--- config.mk ---
export PLATFORM = sky130hd
export DESIGN_NAME = lru_page_replacement_core
export DESIGN_NICKNAME = d
export VERILOG_FILES = /design/src/rtl/core/lrupr_pkg.sv /design/src/rtl/core/lrupr_frame_list.sv /design/src/rtl/core/lrupr_fault_counter.sv /design/src/rtl/core/lru_page_replacement_core.sv
export SDC_FILE = /design/constraint.sdc
export NUM_CORES = 1
export LEC_CHECK = 0
export ABC_CLOCK_PERIOD_IN_PS = 4600
export BUFFER_PORTS_ARGS = -buffer_cell sky130_fd_sc_hd__buf_2
export CAP_MARGIN = 40
export CORE_MARGIN = 4
export CORE_UTILIZATION = 40
export CTS_BUF_LIST = sky130_fd_sc_hd__clkbuf_8
export DETAILED_ROUTE_END_ITERATION = 8
export GPL_TIMING_DRIVEN = 1
export HOLD_SLACK_MARGIN = 0.15
export PLACE_DENSITY = 0.65
export SLEW_MARGIN = 20
export SYNTH_ARGS = -nofsm -noshare
export SYNTH_HDL_FRONTEND = slang
export SYNTH_SLANG_ARGS = --single-unit
--- constraint.sdc ---
create_clock -name i_clk -period 4.6 [get_ports i_clk]
set_input_delay 0.23 -clock i_clk [delete_from_list [all_inputs] [get_ports i_clk]]
set_output_delay 0.23 -clock i_clk [all_outputs]
set_load 0.05 [all_outputs]
--- src/rtl/core/lrupr_pkg.sv ---
`default_nettype none
package lrupr_pkg;

    localparam int CFG_W = 4;
    localparam logic [CFG_W-1:0] FRAMES_IN_USE_RESET = 4'd4;

    localparam int FAULT_W = 32;
    localparam logic [FAULT_W-1:0] FAULT_MAX = '1;

    // Outcome of one lookup in the recency list.
    typedef struct packed {
        logic hit;
        logic evict;
    } t_lookup;

endpackage
`default_nettype wire

--- src/rtl/core/lrupr_frame_list.sv ---
`default_nettype none
module lrupr_frame_list #(
    parameter int FRAMES    = 8,
    parameter int PAGE_BITS = 16
) (
    input  wire                        i_clk,
    input  wire                        i_rst_n,
    input  wire                        i_step,
    input  wire [PAGE_BITS-1:0]        i_page,
    input  wire [lrupr_pkg::CFG_W-1:0] i_frames_in_use,
    output lrupr_pkg::t_lookup         o_lookup,
    output logic [PAGE_BITS-1:0]       o_evicted_page
);
    import lrupr_pkg::*;

    localparam int CW = $clog2(FRAMES + 1);
    localparam int IW = (FRAMES > 1) ? $clog2(FRAMES) : 1;
    localparam int LW = (CW > CFG_W) ? CW : CFG_W;

    // Position 0 holds the least recently used page.
    logic [FRAMES*PAGE_BITS-1:0] r_list;
    logic [FRAMES*PAGE_BITS-1:0] n_list;
    logic [FRAMES*PAGE_BITS-1:0] w_up;
    logic [CW-1:0]               r_count;
    logic [CW-1:0]               n_count;

    logic [LW-1:0]     w_limit;
    logic [LW-1:0]     w_cfg_ext;
    logic [FRAMES-1:0] w_match;
    logic [IW-1:0]     w_pos;
    logic              w_hit;
    logic              w_evict;
    logic [CW-1:0]     w_shift_from;
    logic [CW-1:0]     w_write_pos;

    always_comb begin
        w_cfg_ext = LW'(i_frames_in_use);
        if (i_frames_in_use == '0) begin
            w_limit = LW'(1);
        end else if (w_cfg_ext > LW'(FRAMES)) begin
            w_limit = LW'(FRAMES);
        end else begin
            w_limit = w_cfg_ext;
        end
    end

    // Resident pages are always distinct, so at most one entry matches.
    always_comb begin
        w_pos = '0;
        for (int k = 0; k < FRAMES; k++) begin
            w_match[k] = (CW'(k) < r_count) && (r_list[k*PAGE_BITS +: PAGE_BITS] == i_page);
            if (w_match[k]) begin
                w_pos = w_pos | IW'(k);
            end
        end
        w_hit = |w_match;
    end

    assign w_evict = !w_hit && (LW'(r_count) >= w_limit) && (r_count != '0);
    assign w_up    = r_list >> PAGE_BITS;

    // Entries from the shift point up to the write point move one place toward
    // the old end; the referenced page lands at the write point.
    always_comb begin
        if (w_hit) begin
            w_shift_from = CW'(w_pos);
        end else if (w_evict) begin
            w_shift_from = '0;
        end else begin
            w_shift_from = CW'(FRAMES);
        end
        w_write_pos = (w_hit || w_evict) ? (r_count - CW'(1)) : r_count;
        n_count     = (w_hit || w_evict) ? r_count : (r_count + CW'(1));
        for (int k = 0; k < FRAMES; k++) begin
            if (CW'(k) == w_write_pos) begin
                n_list[k*PAGE_BITS +: PAGE_BITS] = i_page;
            end else if (CW'(k) >= w_shift_from && CW'(k) < w_write_pos) begin
                n_list[k*PAGE_BITS +: PAGE_BITS] = w_up[k*PAGE_BITS +: PAGE_BITS];
            end else begin
                n_list[k*PAGE_BITS +: PAGE_BITS] = r_list[k*PAGE_BITS +: PAGE_BITS];
            end
        end
    end

    always_ff @(posedge i_clk) begin
        if (!i_rst_n) begin
            r_count <= '0;
        end else if (i_step) begin
            r_count <= n_count;
        end
    end

    always_ff @(posedge i_clk) begin
        if (i_step) begin
            r_list <= n_list;
        end
    end

    assign o_lookup.hit   = w_hit;
    assign o_lookup.evict = w_evict;
    assign o_evicted_page = w_evict ? r_list[PAGE_BITS-1:0] : '0;

endmodule
`default_nettype wire

--- src/rtl/core/lrupr_fault_counter.sv ---
`default_nettype none
module lrupr_fault_counter (
    input  wire                          i_clk,
    input  wire                          i_rst_n,
    input  wire                          i_step,
    input  wire                          i_fault,
    output logic [lrupr_pkg::FAULT_W-1:0] o_total_next
);
    import lrupr_pkg::*;

    logic [FAULT_W-1:0] r_total;
    logic [FAULT_W-1:0] n_total;

    always_comb begin
        if (i_fault && r_total != FAULT_MAX) begin
            n_total = r_total + FAULT_W'(1);
        end else begin
            n_total = r_total;
        end
    end

    always_ff @(posedge i_clk) begin
        if (!i_rst_n) begin
            r_total <= '0;
        end else if (i_step) begin
            r_total <= n_total;
        end
    end

    assign o_total_next = n_total;

endmodule
`default_nettype wire

--- src/rtl/core/lru_page_replacement_core.sv ---
`default_nettype none
// Channel | Direction | Handshake                 | Payload
// in      | input     | i_in_valid / o_in_stall   | i_page_number
// out     | output    | o_out_valid / i_out_stall | o_page_fault, o_evict_valid,
//         |           |                           | o_evicted_page, o_fault_total
// cfg     | input     | i_cfg_we                  | i_cfg_wdata (frames in use)
//
// One reference per cycle while the output is not stalled: an item is held in the input
// register, and the list lookup, list shift and fault count update happen as it moves
// to the result register, which drives the outputs until the item transfers out.
// Reset empties the frame list, clears the fault count and sets the frame limit to 4.
// A stall on the output holds the result register and then the input register.
module lru_page_replacement_core #(
    parameter int FRAMES    = 8,
    parameter int PAGE_BITS = 16
) (
    input  wire                                 i_clk,
    input  wire                                 i_rst_n,
    input  wire                                 i_in_valid,
    output logic                                o_in_stall,
    input  wire [PAGE_BITS-1:0]                 i_page_number,
    output logic                                o_out_valid,
    input  wire                                 i_out_stall,
    output logic                                o_page_fault,
    output logic                                o_evict_valid,
    output logic [PAGE_BITS-1:0]                o_evicted_page,
    output logic [lrupr_pkg::FAULT_W-1:0]       o_fault_total,
    input  wire                                 i_cfg_we,
    input  wire [lrupr_pkg::CFG_W-1:0]          i_cfg_wdata
);
    import lrupr_pkg::*;

    logic [CFG_W-1:0]     r_frames_in_use;
    logic                 r_in_valid;
    logic [PAGE_BITS-1:0] r_in_page;
    logic                 r_out_valid;
    logic                 w_out_free;
    logic                 w_step;
    t_lookup              w_lookup;
    logic [PAGE_BITS-1:0] w_evicted_page;
    logic [FAULT_W-1:0]   w_total_next;

    assign w_out_free = !r_out_valid || !i_out_stall;
    assign w_step     = r_in_valid && w_out_free;
    assign o_in_stall = r_in_valid && !w_out_free;

    always_ff @(posedge i_clk) begin
        if (!i_rst_n) begin
            r_frames_in_use <= FRAMES_IN_USE_RESET;
        end else if (i_cfg_we) begin
            r_frames_in_use <= i_cfg_wdata;
        end
    end

    always_ff @(posedge i_clk) begin
        if (!i_rst_n) begin
            r_in_valid <= 1'b0;
        end else if (!o_in_stall) begin
            r_in_valid <= i_in_valid;
        end
    end

    always_ff @(posedge i_clk) begin
        if (!o_in_stall && i_in_valid) begin
            r_in_page <= i_page_number;
        end
    end

    lrupr_frame_list #(
        .FRAMES    (FRAMES),
        .PAGE_BITS (PAGE_BITS)
    ) u_frame_list (
        .i_clk           (i_clk),
        .i_rst_n         (i_rst_n),
        .i_step          (w_step),
        .i_page          (r_in_page),
        .i_frames_in_use (r_frames_in_use),
        .o_lookup        (w_lookup),
        .o_evicted_page  (w_evicted_page)
    );

    lrupr_fault_counter u_fault_counter (
        .i_clk        (i_clk),
        .i_rst_n      (i_rst_n),
        .i_step       (w_step),
        .i_fault      (!w_lookup.hit),
        .o_total_next (w_total_next)
    );

    always_ff @(posedge i_clk) begin
        if (!i_rst_n) begin
            r_out_valid <= 1'b0;
        end else if (w_out_free) begin
            r_out_valid <= r_in_valid;
        end
    end

    always_ff @(posedge i_clk) begin
        if (w_step) begin
            o_page_fault   <= !w_lookup.hit;
            o_evict_valid  <= w_lookup.evict;
            o_evicted_page <= w_evicted_page;
            o_fault_total  <= w_total_next;
        end
    end

    assign o_out_valid = r_out_valid;

endmodule
`default_nettype wire
Word-level counts from Yosys, hierarchy flattened

Index checks and enable logic that the tools add are counted.
Widths: inputs -> output; s select.

Register bits: 236
Input port bits: 25
Output and inout port bits: 52
Word-level logic and storage cells: 143

$add $sub $neg: 3
Magnitude comparators: 26
Equal/unequal tests: 16
Mux-type cells: 29
Bitwise gates (word level): 1
Reduce and logical (&&, ||, !) cells: 50

Operators with widths:

| operator              | count |
|---|---|
| $mux 16               | 16 |
| $eq 16x16->1          | 8 |
| $add 32x1->32 const B | 1 |
| $lt 3x4->1 const A    | 8 |
| $mux 32               | 1 |
| $ne 32x32->1 const B  | 1 |
| $logic_and 1x1->1     | 22 |
| $mux 4                | 5 |
| $reduce_and 2->1      | 9 |
| $eq 3x4->1 const A    | 4 |
| $ge 3x4->1 const A    | 4 |
| $lt 1x4->1 const A    | 4 |
| $lt 2x4->1 const A    | 4 |
| $reduce_bool 2->1     | 8 |
| $mux 3                | 4 |
| $eq 2x4->1 const A    | 2 |
| $ge 1x4->1 const A    | 2 |
| $ge 2x4->1 const A    | 2 |
| $logic_not 4->1       | 2 |
| $reduce_or 8->1       | 1 |
| $logic_not 1->1       | 5 |
| $add 4x1->4 const B   | 1 |
| $eq 1x4->1 const A    | 1 |
| $ge 4x4->1            | 1 |
| 7 further kinds       | 9 |

Longest topological paths before layout

Word-level depth: 14
Depth in mapped cells: 15

Modules after synthesis

From an unflattened synthesis, not the netlist that was laid out.

Cells, all modules: 1020
Area, all modules: 12718.4 µm²

By module, submodules not included:

| module                    | times used | cells each | area an instance (µm²) |
|---|---|---|---|
| lrupr_frame_list          | 1          | 631        | 8162.8 |
| lrupr_fault_counter       | 1          | 301        | 2332.2 |
| lru_page_replacement_core | 1          | 88         | 2223.4 |

Least setup slack after synthesis

Ideal clock, no wire load.

Path kind: reg-to-reg
Start point: register u_frame_list.r_count[1]
End point: register u_frame_list.r_list[112], enable pin
Arrival: 3.545 ns
Data required time: 4.206 ns
Slack: 0.661 ns
Cell stages (with the launch flop): 13
Buffers on the path: 3
Period minus slack after synthesis: 3.939 ns
Cell sequence: dfxtp_1 > clkbuf_1 > inv_1 > ha_1 > nor2b_1 > o21ai_0 > nor4_1 > nor3_1 > nand3_4 > buf_2 > o32a_2 > clkbuf_1 > a21oi_1

Longest elaborated chain between the ends: 14
Elaborated cells between the ends (all ways): 40
Those cells by class: 1 x add/sub; 11 x order compare; 1 x eq/ne; 10 x mux; 17 x reduce/logical

Ends and longest elaborated chain:

| element                              | line                   | RTL |
|---|---|---|
| from (decl)                          | lrupr_frame_list.sv:24 | `logic [CW-1:0] r_count;` |
| from (signal assigned)               | lrupr_frame_list.sv:89 | `r_count <= n_count;` |
| $lt 1x4->1                           | lrupr_frame_list.sv:51 | `w_match[k] = (CW'(k) < r_count) && (r_list[k*PAGE_BITS +: PAGE_BITS] == i_page);` |
| $logic_and 1x1->1                    | lrupr_frame_list.sv:51 |  |
| $mux 1                               | lrupr_frame_list.sv:52 | `if (w_match[k]) begin` |
| $mux 2 (2 in series)                 | lrupr_frame_list.sv:52 |  |
| $mux 3 (4 in series)                 | lrupr_frame_list.sv:52 |  |
| $mux 4                               | lrupr_frame_list.sv:65 | `if (w_hit) begin` |
| $ge 3x4->1                           | lrupr_frame_list.sv:77 | `end else if (CW'(k) >= w_shift_from && CW'(k) < w_write_pos) begin` |
| $logic_and 1x1->1                    | lrupr_frame_list.sv:77 |  |
| $reduce_bool 2->1 (no source line) * | --                     |  |
| $reduce_and 2->1 (no source line) *  | --                     |  |
| to (signal assigned)                 | lrupr_frame_list.sv:95 | `r_list <= n_list;` |
| to (decl)                            | lrupr_frame_list.sv:21 | `logic [FRAMES*PAGE_BITS-1:0] r_list;` |

Every way passes the cells marked *; elsewhere a longest branch is shown, timed or not.
A chain may end at the register's enable or synchronous reset.

Worst setup path in the final report

Start point: register r_in_page[8]
End point: register u_frame_list.r_list[105], enable pin

Longest elaborated chain between the ends: 14
Elaborated cells between the ends (all ways): 37
Those cells by class: 2 x order compare; 9 x eq/ne; 10 x mux; 16 x reduce/logical

Ends and longest elaborated chain:

| element                              | line                            | RTL |
|---|---|---|
| from (decl)                          | lru_page_replacement_core.sv:35 | `logic [PAGE_BITS-1:0] r_in_page;` |
| from (signal assigned)               | lru_page_replacement_core.sv:65 | `r_in_page <= i_page_number;` |
| $eq 16x16->1                         | lrupr_frame_list.sv:51          |  |
| $logic_and 1x1->1                    | lrupr_frame_list.sv:51          |  |
| $mux 1                               | lrupr_frame_list.sv:52          |  |
| $mux 2 (2 in series)                 | lrupr_frame_list.sv:52          |  |
| $mux 3 (4 in series)                 | lrupr_frame_list.sv:52          |  |
| $mux 4                               | lrupr_frame_list.sv:65          |  |
| $ge 3x4->1                           | lrupr_frame_list.sv:77          |  |
| $logic_and 1x1->1                    | lrupr_frame_list.sv:77          |  |
| $reduce_bool 2->1 (no source line) * | --                              |  |
| $reduce_and 2->1 (no source line) *  | --                              |  |

Marked as above.

==> impl_metrics.py <==
metrics = {
    "worst_setup_path": {
        "crit_end": "u_frame_list.r_list[105]",
        "rr_worst_depth": 10,
        "reg2reg_setup_slack_ns": 0.54,
        "cp_slowest_stage_delay_ns": 0.66,
        "path_delay_family": "simple AND/OR/NAND/NOR gates",
        "regToRegEndpoint": "u_frame_list.r_list[105]",
        "crit_arrival_ns": 4.27,
        "worstSetupStartpoint": "r_in_page[8]",
        "crit_cells": 10,
        "path_common_cell": "nor4_1",
        "path_buf_inv": 1,
        "critPathKind": "flop to flop",
        "end_kind": "flop",
        "cp_cell_sequence": "xor2_1, nor4_1, nand4_1, nor4_1, nor3_1, and4_4, a211o_1, or3_1, a21oi_2, buf_4",
        "slowest_stage": "edfxtp_1",
        "r2r_start": "r_in_page[8]",
        "crit_required_ns": 4.81,
        "cp_max_fo": 16,
        "critPathLaunchType": "flop",
    },
    "synthesis": {
        "synth_area_sq_um": 12600,
        "netlist.area_leader.share_pct": 46.4,
        "synth_common_cells": "edfxtp_1 (194), xnor2_1 (91), xor2_1 (87), mux2_2 (67), nor2_1 (55)",
        "synth_top_area_cell": "edfxtp_1",
        "synthFlopType": "edfxtp_1",
        "synth.area.top_cells": "edfxtp_1 (46%), dfxtp_1 (6.7%), xnor2_1 (6.4%), xor2_1 (6.1%), mux2_2 (6.0%)",
        "ys_warn_count": 0,
        "yosysMostFrequentCell": "edfxtp_1",
        "synthArstFlopShare_pct": 0,
        "syn_inst": 1005,
        "synth-seq-cells": 236,
        "ys_types": 69,
        "ys_seq_area_share_pct": 53.1,
        "syn_nets": 1038,
        "synth_edf_count": 194,
        "synth_area_per_cell_sq_um": 12.5,
    },
    "floorplanning": {
        "core_sq_um": 30700,
        "die_h_um": 185,
        "die_w_um": 185,
        "num_rows": 64,
        "initial_utilization_pct": 40.8,
        "ioPinCount": 77,
        "dieArea_sq_um": 34300,
    },
    "min_path": {
        "hold_path.class": "input port to flop",
    },
    "cells_and_area": {
        "final_layout_size_suffix_gt1_share_pct": 25.5,
        "diodes": 0,
        "fillCellCount": 2757,
        "fin_cells": 1551,
        "design_area_sq_um": 14400,
        "layout.nets": 1157,
        "syn_to_final_growth_pct": 14.9,
    },
    "job": {
        "maxCapViolCount": 0,
    },
    "timing": {
        "final_hold_viol_count": 0,
        "rsz0062_at_grt": "false",
        "setup_viol": 0,
        "fmax_mhz": 246,
        "max_slew_margin_pct": 46.1,
        "clock_skew_ns": 0.0444,
        "fin_crit_ns": 4.06,
        "fin_crit_sh_pct": 88.2,
        "setup_tns_ns": 0,
        "tightest_slew_ns": 0.808,
        "slew_violations": 0,
    },
    "global_route": {
        "grt_pass1_wl_mm": 42.1,
        "gr-total-overflow": 0,
        "grt_max_degree": 29,
        "grt_pass1_vias": 7964,
        "grt_usage_pct": 15.4,
        "antenna_found_initial": 0,
    },
    "clock_network": {
        "cts_max_path_buffers": 3,
        "path_clk_slew_ns": 0.06,
        "cts_tree": "built",
        "cts_buffers": 43,
        "cts_resized": 0,
        "cts_max_level": 2,
        "clk-insertion-delay-late_ns": 0.56,
        "clock-sinks": 236,
        "root_buffer": "clkbuf_8",
    },
    "drt": {
        "dr.first_iter.drc_count": 540,
        "drt_pre_antenna_iters": 5,
        "vias": 7972,
        "wl_per_cell_um": 17.2,
        "remaining_drc_errors": 0,
        "finalWirelength_mm": 26.7,
        "viasPerCell": 5.14,
        "drt.antenna.violating_nets": 0,
    },
    "power": {
        "power_mw": 4.81,
        "p_leak_nw": 4.92,
        "ir_drop_mv": 0.230,
        "p_per_area_nw_per_um2": 333,
    },
    "placement": {
        "io_buffers": 76,
        "dpl.hpwl_mm": 19.4,
        "place_inst": 1446,
        "placed_cell_area_sq_um": 13300,
        "globalplace.congestion": 0.852,
    },
    "run_status": {
        "status": "finished clean",
    },
}
[per-layer routing]
metal  share of wire (%)  global-route usage (%)  vias up
met2                  46                    24.6      191
met5                   0                       0        -
met4                 2.1                    4.90        0
met1                  46                    21.6     3846
met3                 5.1                    2.61       47
li1                    -                       -     3888
[what timing repair did]
action / in CTS / in global routing
hold buffers: 29 / 0
buffers inserted: 0 / 0
hold endpoints to repair: 29 / 0
[cell families (layout without fill, tap and decap cells)]
logic type               Yosys count  count (layout)  synth area share, %
AND/OR/NAND/NOR                  313             313                 14.0
multiplexers                     120             120                 11.8
AO/OA/AOI/OAI                     68              68                 4.11
adder cells (fa/ha/maj)            8               8                0.798
flip-flops                       236             236                 53.1
XOR/XNOR                         178             178                 12.4
buffers and inverters             82             232                 3.80
[worst min-delay path by stage]
| stage | from | endpoint | slack [ns] | cells past startpoint |
|---|---|---|---|---|
| global route | i_page_number[3] | r_in_page[3] | 0.39 | 2 |
| CTS | i_page_number[3] | r_in_page[3] | 0.37 | 2 |
| global placement | i_page_number[3] | r_in_page[3] | 0.41 | 1 |
| detailed placement | i_page_number[3] | r_in_page[3] | 0.41 | 1 |
| finish | i_page_number[12] | r_in_page[12] | 0.40 | 2 |
| floorplan | i_page_number[0] | r_in_page[0] | 0.33 | 0 |
[cells in the final DEF (no fill, tap or decap), types with 20 or more instances in the layout]
| cell | synthesis | final |
|---|---|---|
| a21oi_1 | 21 | 21 |
| and2_1 | 20 | 20 |
| buf_2 | 21 | 76 |
| buf_4 | 17 | 33 |
| clkbuf_8 | 0 | 47 |
| dfxtp_1 | 42 | 42 |
| dlygate4sd3_1 | 0 | 29 |
| edfxtp_1 | 194 | 194 |
| inv_1 | 14 | 27 |
| mux2_2 | 67 | 67 |
| mux2_4 | 36 | 36 |
| nand2_1 | 50 | 50 |
| nand3_1 | 31 | 31 |
| nand4_1 | 33 | 33 |
| nor2_1 | 55 | 55 |
| nor2b_1 | 21 | 20 |
| nor3_1 | 26 | 26 |
| nor4_1 | 24 | 24 |
| xnor2_1 | 91 | 91 |
| xor2_1 | 87 | 87 |
[cell type report]
cell class / count / area [sq um] / share of cell area, %
Sequential cell: 236 / 6670 / 46.2
Multi-Input combinational cell: 687 / 5410 / 37.5
Timing Repair Buffer: 141 / 965 / 6.69
Clock buffer: 47 / 647 / 4.49
Tap cell: 396 / 495 / 3.44
Clock inverter: 29 / 180 / 1.25
Inverter: 15 / 56.3 / 0.390
[metrics by stage]
stage / util, % / setup WS, ns / hold slack, ns
floorplan: - / 0.661 / 0.329
global placement: 43.1 / 0.592 / 0.407
detailed placement: 43.3 / 0.549 / 0.408
CTS: 46.9 / 0.530 / 0.366
global route: 46.9 / 0.271 / 0.395
finish: 46.9 / 0.543 / 0.403
[report_power, final]
group,internal (mW),switching (mW)
Clock,1.05,0.848
Combinational,0.198,0.281
Sequential,2.37,0.0622
[sequential cells by signal, indices dropped and copies added (netlist names)]
register,flops
u_fault_counter.r_total,32
r_in_page,16
r_in_valid,1
o_fault_total,32
o_page_fault,1
o_evicted_page,16
r_frames_in_use,4
o_evict_valid,1
u_frame_list.r_list,128
u_frame_list.r_count,4
o_out_valid,1
(Power assumes the default switching activity.)
